===== src/sv/cpd_pkg.sv =====
// cpd_pkg: shared types and constants of the CTAPHID payload deframer
// used by cpd_core, cpd_outq and ctaphid_payload_deframer_top
package cpd_pkg;

  localparam int unsigned PACKET_BYTES_DEF = 64;
  localparam int unsigned MAX_PAYLOAD_DEF  = 7609;
  localparam int unsigned MAX_PACKETS_DEF  = 128;

  localparam int unsigned INIT_DATA_OFS = 7;
  localparam int unsigned CONT_SEQ_OFS  = 4;
  localparam int unsigned CONT_DATA_OFS = 5;

  localparam int unsigned BYTE_W  = 8;
  localparam int unsigned LEN_W   = 13;
  localparam int unsigned COUNT_W = 8;

  localparam int unsigned OQ_DEPTH = 4;
  localparam int unsigned OQ_PTR_W = 2;
  localparam int unsigned OQ_CNT_W = 3;

  typedef struct packed {
    logic [BYTE_W-1:0]  msg_byte;
    logic               first_of_message;
    logic [LEN_W-1:0]   payload_length;
    logic [COUNT_W-1:0] packet_count;
  } in_t;

  typedef struct packed {
    logic [BYTE_W-1:0] payload_byte;
    logic              is_status;
    logic              is_last;
    logic              status_error;
  } out_t;

  typedef struct packed {
    logic [1:0]      cnt;
    out_t [1:0]      res;
  } push_t;

endpackage


===== src/sv/ctaphid_payload_deframer_top.sv =====
// CTAPHID payload deframer: takes one request byte per cycle while input ready is high
// and returns payload bytes followed by a final status result. Results are registered in
// a four-entry result queue before they reach the output; it parts the two sides:
// input ready is high while the queue has at least two free entries, so bytes stream
// at one per cycle while the output is taken; the byte that both carries payload and
// closes the message yields two results, which leave the queue one after the other.
// depends on cpd_pkg, cpd_core, cpd_outq
module ctaphid_payload_deframer_top import cpd_pkg::*; #(
  parameter int unsigned PACKET_BYTES = PACKET_BYTES_DEF,
  parameter int unsigned MAX_PAYLOAD  = MAX_PAYLOAD_DEF,
  parameter int unsigned MAX_PACKETS  = MAX_PACKETS_DEF
) (
  input  logic clk_i,
  input  logic rst_ni,
  input  logic in_valid_i,
  output logic in_ready_o,
  input  in_t  in_data_i,
  output logic out_valid_o,
  input  logic out_ready_i,
  output out_t out_data_o
);

  push_t push;
  logic  room;
  logic  accept;

  assign in_ready_o = room;
  assign accept     = in_valid_i && room;

  cpd_core #(
    .PACKET_BYTES(PACKET_BYTES),
    .MAX_PAYLOAD (MAX_PAYLOAD),
    .MAX_PACKETS (MAX_PACKETS)
  ) u_core (
    .clk_i   (clk_i),
    .rst_ni  (rst_ni),
    .accept_i(accept),
    .req_i   (in_data_i),
    .push_o  (push)
  );

  cpd_outq u_outq (
    .clk_i      (clk_i),
    .rst_ni     (rst_ni),
    .push_i     (push),
    .room_o     (room),
    .out_valid_o(out_valid_o),
    .out_ready_i(out_ready_i),
    .out_data_o (out_data_o)
  );

endmodule


===== src/sv/cpd_core.sv =====
// cpd_core: per-byte deframing state and result generation
// depends on cpd_pkg
module cpd_core import cpd_pkg::*; #(
  parameter int unsigned PACKET_BYTES = PACKET_BYTES_DEF,
  parameter int unsigned MAX_PAYLOAD  = MAX_PAYLOAD_DEF,
  parameter int unsigned MAX_PACKETS  = MAX_PACKETS_DEF
) (
  input  logic  clk_i,
  input  logic  rst_ni,
  input  logic  accept_i,
  input  in_t   req_i,
  output push_t push_o
);

  localparam int unsigned BW = $clog2(PACKET_BYTES);

  logic [BW-1:0]      bip_q, bip_d;
  logic [COUNT_W-1:0] pidx_q, pidx_d;
  logic [LEN_W-1:0]   left_q, left_d;
  logic [COUNT_W-1:0] exp_q, exp_d;
  logic               err_q, err_d;
  logic               act_q, act_d;

  always_ff @(posedge clk_i or negedge rst_ni) begin
    if (!rst_ni) begin
      bip_q  <= '0;
      pidx_q <= '0;
      left_q <= '0;
      exp_q  <= '0;
      err_q  <= 1'b0;
      act_q  <= 1'b0;
    end else begin
      bip_q  <= bip_d;
      pidx_q <= pidx_d;
      left_q <= left_d;
      exp_q  <= exp_d;
      err_q  <= err_d;
      act_q  <= act_d;
    end
  end

  always_comb begin
    logic               bad;
    logic               go;
    logic [BW-1:0]      bip;
    logic [COUNT_W-1:0] pidx;
    logic [LEN_W-1:0]   left;
    logic [COUNT_W-1:0] expc;
    logic               err;
    logic [BW-1:0]      data_from;
    logic               seq_err;
    logic               emit;
    logic               done;
    out_t               st;
    out_t               by;

    bip_d  = bip_q;
    pidx_d = pidx_q;
    left_d = left_q;
    exp_d  = exp_q;
    err_d  = err_q;
    act_d  = act_q;
    push_o = '0;

    bad = req_i.first_of_message &&
          (req_i.payload_length == '0 ||
           req_i.payload_length > LEN_W'(MAX_PAYLOAD) ||
           req_i.packet_count == '0 ||
           req_i.packet_count > COUNT_W'(MAX_PACKETS));
    go  = req_i.first_of_message ? !bad : act_q;

    bip  = req_i.first_of_message ? '0 : bip_q;
    pidx = req_i.first_of_message ? '0 : pidx_q;
    left = req_i.first_of_message ? req_i.payload_length : left_q;
    expc = req_i.first_of_message ? req_i.packet_count : exp_q;
    err  = req_i.first_of_message ? 1'b0 : err_q;

    data_from = (pidx == '0) ? BW'(INIT_DATA_OFS) : BW'(CONT_DATA_OFS);
    seq_err   = (pidx != '0) && (bip == BW'(CONT_SEQ_OFS)) &&
                (req_i.msg_byte != BYTE_W'(pidx - COUNT_W'(1)));
    emit      = (bip >= data_from) && (left != '0);
    done      = (bip == BW'(PACKET_BYTES - 1)) &&
                ({1'b0, pidx} + (COUNT_W+1)'(1) >= {1'b0, expc});

    by.payload_byte = req_i.msg_byte;
    by.is_status    = 1'b0;
    by.is_last      = 1'b0;
    by.status_error = 1'b0;

    st.payload_byte = '0;
    st.is_status    = 1'b1;
    st.is_last      = 1'b1;
    st.status_error = (err | seq_err) | ((left - LEN_W'(emit)) != '0);

    if (accept_i) begin
      if (bad) begin
        st.status_error = 1'b1;
        push_o.cnt      = 2'd1;
        push_o.res[0]   = st;
        bip_d  = '0;
        pidx_d = '0;
        left_d = '0;
        exp_d  = '0;
        err_d  = 1'b0;
        act_d  = 1'b0;
      end else if (go) begin
        if (emit) begin
          push_o.res[0] = by;
          push_o.res[1] = st;
        end else begin
          push_o.res[0] = st;
        end
        push_o.cnt = 2'(emit) + 2'(done);
        if (done) begin
          bip_d  = '0;
          pidx_d = '0;
          left_d = '0;
          exp_d  = '0;
          err_d  = 1'b0;
          act_d  = 1'b0;
        end else begin
          act_d  = 1'b1;
          exp_d  = expc;
          err_d  = err | seq_err;
          left_d = left - LEN_W'(emit);
          if (bip == BW'(PACKET_BYTES - 1)) begin
            bip_d  = '0;
            pidx_d = pidx + COUNT_W'(1);
          end else begin
            bip_d  = bip + BW'(1);
            pidx_d = pidx;
          end
        end
      end
    end
  end

  assert property (@(posedge clk_i) disable iff (!rst_ni)
    push_o.cnt == 2'd2 |-> !push_o.res[0].is_status && push_o.res[1].is_status)
    else $error("two results must be a byte then a status");

  assert property (@(posedge clk_i) disable iff (!rst_ni)
    ((push_o.cnt == 2'd1 && push_o.res[0].is_status) ||
     (push_o.cnt == 2'd2 && push_o.res[1].is_status)) |=> !act_q)
    else $error("message still open after status");

  assert property (@(posedge clk_i) disable iff (!rst_ni)
    (accept_i && act_q && !req_i.first_of_message && push_o.cnt == 2'd1 &&
     !push_o.res[0].is_status) |=> left_q == $past(left_q) - LEN_W'(1))
    else $error("byte count not decremented");

endmodule


===== src/sv/cpd_outq.sv =====
// cpd_outq: four-entry result queue taking up to two results per cycle
// depends on cpd_pkg
module cpd_outq import cpd_pkg::*; (
  input  logic  clk_i,
  input  logic  rst_ni,
  input  push_t push_i,
  output logic  room_o,
  output logic  out_valid_o,
  input  logic  out_ready_i,
  output out_t  out_data_o
);

  out_t                mem_q [OQ_DEPTH];
  logic [OQ_PTR_W-1:0] wr_q, wr_d;
  logic [OQ_PTR_W-1:0] rd_q, rd_d;
  logic [OQ_CNT_W-1:0] cnt_q, cnt_d;
  logic                pop;

  assign pop         = out_valid_o && out_ready_i;
  assign out_valid_o = cnt_q != '0;
  assign out_data_o  = mem_q[rd_q];
  assign room_o      = cnt_q <= OQ_CNT_W'(OQ_DEPTH - 2);

  always_comb begin
    wr_d  = wr_q + OQ_PTR_W'(push_i.cnt);
    rd_d  = rd_q + OQ_PTR_W'(pop);
    cnt_d = cnt_q + OQ_CNT_W'(push_i.cnt) - OQ_CNT_W'(pop);
  end

  always_ff @(posedge clk_i or negedge rst_ni) begin
    if (!rst_ni) begin
      wr_q  <= '0;
      rd_q  <= '0;
      cnt_q <= '0;
    end else begin
      wr_q  <= wr_d;
      rd_q  <= rd_d;
      cnt_q <= cnt_d;
    end
  end

  always_ff @(posedge clk_i) begin
    if (push_i.cnt != 2'd0) begin
      mem_q[wr_q] <= push_i.res[0];
    end
    if (push_i.cnt == 2'd2) begin
      mem_q[wr_q + OQ_PTR_W'(1)] <= push_i.res[1];
    end
  end

  assert property (@(posedge clk_i) disable iff (!rst_ni)
    cnt_q <= OQ_CNT_W'(OQ_DEPTH))
    else $error("queue count overflow");

  assert property (@(posedge clk_i) disable iff (!rst_ni)
    push_i.cnt != 2'd0 |-> ({1'b0, cnt_q} + (OQ_CNT_W+1)'(push_i.cnt)) <=
                           (OQ_CNT_W+1)'(OQ_DEPTH))
    else $error("push without room");

  assert property (@(posedge clk_i) disable iff (!rst_ni)
    OQ_PTR_W'(wr_q - rd_q) == cnt_q[OQ_PTR_W-1:0])
    else $error("queue pointers disagree with count");

endmodule

===== config.mk =====
export PLATFORM = sky130hd
export DESIGN_NAME = ctaphid_payload_deframer_top
export DESIGN_NICKNAME = d
export VERILOG_FILES = /design/src/sv/cpd_pkg.sv /design/src/sv/ctaphid_payload_deframer_top.sv /design/src/sv/cpd_core.sv /design/src/sv/cpd_outq.sv
export SDC_FILE = /design/constraint.sdc
export NUM_CORES = 1
export LEC_CHECK = 0
export ABC_AREA = 1
export BUFFER_PORTS_ARGS = -buffer_cell sky130_fd_sc_hd__buf_4
export CORE_ASPECT_RATIO = 1.75
export CORE_MARGIN = 2
export CORE_UTILIZATION = 45
export CTS_BUF_LIST = sky130_fd_sc_hd__clkbuf_4 sky130_fd_sc_hd__clkbuf_8
export CTS_CLUSTER_SIZE = 12
export DETAILED_ROUTE_END_ITERATION = 7
export GPL_TIMING_DRIVEN = 0
export PLACE_DENSITY_LB_ADDON = 0.1
export SYNTH_ARGS = -nofsm -noshare
export SYNTH_HDL_FRONTEND = slang
export SYNTH_SLANG_ARGS = --single-unit
export TNS_END_PERCENT = 1

===== constraint.sdc =====
create_clock -name clk_i -period 9.4 [get_ports clk_i]
set_input_delay 0.47 -clock clk_i [delete_from_list [all_inputs] [get_ports clk_i]]
set_output_delay 0.47 -clock clk_i [all_outputs]
set_load 0.1 [all_outputs]

* After elaboration in Yosys (flattened, before gate mapping)
Memory sizes are Yosys's and may differ from the RTL's.
Index checks and enable logic that the tools add are counted.
** Storage, ports and cells
- Flip-flop bits (word level) :: 44
- Bits in writable memories :: 44
- Logic and storage cells :: 91
- Memories :: 1
** Operators by class
- Add/sub/neg operators :: 11
- Order comparisons :: 5
- Eq/ne operators :: 4
- Muxes and demuxes :: 38
- Bitwise operators :: 2
- Reduce and logical (&&, ||, !) cells :: 21
** Memory list
- u_outq.mem_q :: depth 4, bits a word 11, read ports 1, clocked after memory_dff 0, wr ports 2, RTL line cpd_outq.sv:13 : out_t mem_q [OQ_DEPTH];
** Operators with widths (number)
- two-way mux 8 bit :: 9
- two-way mux 13 bit :: 4
- two-way mux 24 bit :: 2
- two-way mux 11 bit :: 3
- two-way mux 6 bit :: 5
- nonzero test 13 bit :: 2
- logical NOT 8 bit :: 2
- > comparator 13 bit, second input constant :: 1
- logical NOT 13 bit :: 1
- subtractor 13 x 1 -> 13 bit :: 1
- two-way mux 1 bit :: 12
- adder 8 x 1 -> 9 bit, second input constant :: 1
- >= comparator 9 x 8 -> 1 bit :: 1
- adder 8 x 1 -> 8 bit, second input constant :: 1
- > comparator 8 bit, second input constant :: 1
- inequality test 8 bit :: 1
- nonzero test 8 bit :: 1
- subtractor 8 x 1 -> 8 bit, second input constant :: 1
- logical AND 1 bit :: 7
- adder 6 x 1 -> 6 bit, second input constant :: 1
- equality test 6 x 3 -> 1 bit, second input constant :: 1
- equality test 6 bit, second input constant :: 1
- >= comparator 6 bit :: 1
- two-way mux 2 bit :: 2
- other kinds (15) :: 19

* Logic depth before layout (Yosys ltp)
- Depth in word-level cells :: 15
- Mapped depth :: 29
- Gate-level depth less buffers :: 28

* Cells and area by module
From an unflattened synthesis, not the netlist that was laid out.
** Unflattened totals
- Cells, all modules :: 883
- Area, all modules :: 6339.8 um2
** Modules (own cells, without submodules)
- cpd_core :: instances 1, cells an instance 600, area each 3590.9 um2
- cpd_outq :: instances 1, cells an instance 281, area each 2741.4 um2
- ctaphid_payload_deframer_top :: instances 1, cells an instance 2, area each 7.5 um2

* Worst setup path after synthesis
OpenSTA, ideal clock, no wires.
- Path type :: input to register
- Start :: input in_data_i[21] in the netlist's numbering
- End :: register u_outq.cnt_q[2]
- Setup time :: 129 ps
- Arrival time :: 3756 ps
- Required time :: 9271 ps
- Setup slack :: 5515 ps
- Stages on the path :: 21
- Buffers on the path :: 2
- Path through :: inv_2 buf_2 nand2_1 inv_1 ha_1 nand3_1 xor2_1 ha_1 nand4_1 nor2_1 nor2_1 o21ai_0 nand2_1 a21oi_2 buf_2 ha_1 nand3_2 ha_1 fa_1 xnor2_1 xor2_1
** Between the ends
- Word-level cells in the longest chain between the ends :: 11
- Elaborated cells between the ends (all ways) :: 22
- Classes of those cells :: 4 x add/sub; 2 x order compare; 1 x eq/ne; 9 x mux; 6 x reduce/logical
** Ends and longest elaborated chain
- start, declared :: RTL line ctaphid_payload_deframer_top.sv:17 : input in_t in_data_i,
- parallel branches: the longest is 7 deep, another holds adder 8 x 1 -> 9 bit
- two-way mux 2 bit (*) :: RTL line cpd_core.sv:96 : if (bad) begin
- two-way mux 24 bit (*) :: RTL line cpd_core.sv:95 : if (accept_i) begin
- adder 3 x 2 -> 3 bit (*) :: RTL line cpd_outq.sv:27 : cnt_d = cnt_q + OQ_CNT_W'(push_i.cnt) - OQ_CNT_W'(pop);
- subtractor 3 x 1 -> 3 bit (*) :: RTL line cpd_outq.sv:27
- via u_outq.cnt_d[2] :: RTL line cpd_outq.sv:16 : logic [OQ_CNT_W-1:0] cnt_q, cnt_d;
- end signal, assigned :: RTL line cpd_outq.sv:38 : cnt_q <= cnt_d;
- end, declared :: RTL line cpd_outq.sv:16
Mark *: on every way through the listed nets, which the timed path passes.
A chain may end at the register's enable or synchronous reset.

* Final worst setup path
Ends and elaborated chain as after synthesis.

==> out/metrics.csv <==
stage;metric;value;unit
sta;Final Hold Viols;0;
cts;CTS Sinks;84;
route;routed length per placed instance;14.9;um
layout;Ant. Diodes;0;
cts;postcts setup bufs;0;
floorplan;Die X;89.3;um
cts;clock slew at reported path FFs;90;ps
synth;Unique masters post-synth;39;
worst_setup_path;worst setup path class;input port to flip-flop;
worst_setup_path;Max stage delay on crit path;440;ps
sta;RSZ-0062 raised after global routing;false;
route;antenna-violating nets left;0;
route;vias;5768;
worst_setup_path;RR Endpoint;u_outq.cnt_q[2];
pwr;leakage;3.33;nW
placement;input/output buffers;46;
sta;Worst Slack Setup Final;5060;ps
synth;Synth Flop Type;dfrtp_1;
placement;Inst Count DP;1099;
floorplan;I/O Pins;47;
route;final wirelength;16600;um
global_routing;pin count of the biggest net entering global routing;45;
worst_setup_path;Reg2Reg Depth;19;
worst_setup_path;slowest stage cell, crit path;fa_1;
global_routing;GRT Total Usage;25.2;%
worst_setup_path;crit-path most repeated cell;buf_4;
route;Initial DRC Count;279;
synth;sequential fraction of the synthesis area;34.6;%
worst_setup_path;CP required;9700;ps
floorplan;Initial Util;46.1;%
sta;Worst-Margin Slew;624;ps
synth;EDFF count, synth;8;
pwr;total power;1.97;mW
floorplan;core area;0.0124;mm^2
placement;HPWL after DPL;13300;um
worst_setup_path;startpoint of the worst-slack reg-to-reg timing path;u_core.pidx_q[0];
layout;share of layout cells above drive strength 1;10.9;%
cts;CTS tree;done;
global_routing;first-pass GRT wire length;26700;um
pwr;PwrDens;304;mW/mm^2
cts;post_cts resized;0;
floorplan;# rows;54;
synth;Mean Syn Cell Area;6.48;um^2
worst_setup_path;worst-path maximum fanout;10;
sta;Slew Viols, Final;0;
synth;YS warnings;0;
sta;Hold Worst Slack;102;ps
floorplan;Die Ht;153;um
cts;clock buffer depth;2;
synth;Post-Synthesis Cells;885;
route;Vias/cell;5.17;
sta;fmax;0.230;GHz
sta;Final setup viols;0;
sta;period utilisation layout;46.2;%
worst_setup_path;crit path DAT;4640;ps
min_path;min-delay worst type;input port to asynchronous set/reset pin;
floorplan;die area;0.0137;mm^2
sta;clock skew after layout;10.7;ps
sta;Final min period;4340;ps
synth;Yosys reg bits;84;
layout;Layout Cells excl Fill;1115;
placement;Placed Area;0.00629;mm^2
route;DR pass1 iterations;5;
synth;Cell Area, Synth;0.00573;mm^2
route;drc violations;0;
synth;Mapped Nets;941;
pwr;Worst VDD drop;0.0928;mV
worst_setup_path;critical path launch point type;input port;
placement;Setup Slack @ Placement;4660;ps
cts;clk_lat worst skew;370;ps
cts;# hold bufs at CTS;0;
cts;Clock Tree Root;clkbuf_8;
global_routing;total grt overflow;0;
global_routing;initial antenna violation count;0;
layout;Final nets;998;
sta;Post-Route Setup TNS;0;ps
placement;RePlAce Congestion;0.938;
layout;final core occ;52.2;%
worst_setup_path;FF-to-FF setup slack;5130;ps
worst_setup_path;CP cell instances;buf_4 -> buf_4 -> buf_4 -> buf_4 -> nor2_1 -> ha_1 -> inv_1 -> nor3_2 -> nand2_1 -> nor2_2 -> inv_1 -> a21oi_2 -> buf_2 -> ha_1 -> nand3_2 -> ha_1 -> fa_1 -> xnor2_1 -> xor2_1;
run;max_cap viols;0;
sta;Relative slew margins;58.4;%
layout;Final Cell Area;0.00648;mm^2
synth;async set-reset flop share out of synthesis;52.4;%
worst_setup_path;Critical Path End Type;flip-flop;
cts;H-tree levels;3;
global_routing;number of global-route vias before repair;5591;
layout;Area growth syn-to-layout;13.1;%
cts;TritonCTS Buffers;9;
run_status;status;complete, no violations;
## power breakdown
part / total [mW] / switching [mW] / internal [mW]
sequential: 0.572 / 0.0772 / 0.495
clock: 0.269 / 0.137 / 0.132
combinational: 1.13 / 0.824 / 0.306
total: 1.97 / 1.04 / 0.933
## final cells by class
cell class | instances | area [um^2]
Multi-Input combinational cell | 670 | 3210
Timing Repair Buffer | 46 | 345
Tap cell | 168 | 210
Buffer | 33 | 171
Inverter | 98 | 368
Clock inverter | 4 | 47.5
Sequential cell | 84 | 1980
Fill cell | 1332 | 5950
Clock buffer | 12 | 146
## worst max-delay path: cells and delay by family
| family | cells | cell delay (ps) |
|---|---|---|
| adder cells (fa/ha/maj) | 4 | 1270 |
| AO/OA/AOI/OAI | 1 | 220 |
| AND/OR/NAND/NOR | 5 | 1030 |
| buffers and inverters | 7 | 1290 |
| XOR/XNOR | 2 | 340 |
## metal layers
metal  wire, um  global-route usage (%)  vias to the layer above
met3        419                    2.54                       42
met2       9210                    46.7                      123
met5          0                       0                        -
met1       6380                    27.1                     2633
met4        600                    11.9                        0
li1           -                       -                     2970
## sequential cells by signal (all words and copies together) (netlist names)
name           cells
u_outq.mem_q      40
u_core.left_q     13
u_core.exp_q       8
u_core.pidx_q      8
u_core.bip_q       6
u_outq.cnt_q       3
u_outq.rd_q        2
u_outq.wr_q        2
u_core.act_q       1
u_core.err_q       1
## how the worst max path moves through the flow
stage                        from  cells after the start              end
floorplan           in_data_i[21]                     21  u_outq.cnt_q[2]
global placement    in_data_i[21]                     19  u_outq.cnt_q[2]
detailed placement  in_data_i[21]                     19  u_outq.cnt_q[2]
CTS                 in_data_i[21]                     19  u_outq.cnt_q[2]
global route        in_data_i[21]                     23  u_outq.cnt_q[2]
finish              in_data_i[21]                     19  u_outq.cnt_q[2]
## layout by cell type (no fill, tap or decap), drive strengths merged, types with 15 or more instances in the layout
cell,synthesis,layout
clkbuf,13,25
ha,21,21
dfrtp,44,44
a21oi,37,37
o22ai,15,15
buf,20,66
inv,97,99
o21ai,72,72
nand3,79,79
dfxtp,32,32
nand2,275,275
nor2,120,120
## cells by family after synthesis
family	Yosys count	share of synthesized area, %
AO/OA/AOI/OAI	141	13.5
XOR/XNOR	11	1.68
adder cells (fa/ha/maj)	22	4.93
buffers and inverters	131	9.40
flip-flops	84	34.6
multiplexers	1	0.175
AND/OR/NAND/NOR	495	35.7
## cell usage after synthesis, types with 6 or more instances
cell type	instances	area share, %
nand2_1	267	17
nor2_1	115	7.5
inv_1	93	6.1
nand3_1	78	6.8
o21ai_0	64	5.6
dfrtp_1	44	19
a21oi_1	35	3.1
dfxtp_1	32	11
ha_1	21	4.6
o22ai_1	15	1.6
clkbuf_1	13	0.85
buf_2	11	0.96
o31ai_1	10	1.3
xor2_1	9	1.4
edfxtp_1	8	4.2
nand2_2	8	0.87
o21ai_1	8	0.70
buf_4	7	0.92
nand4_1	7	0.76
nor3_1	6	0.52
Power figures use the tool's default switching activity.
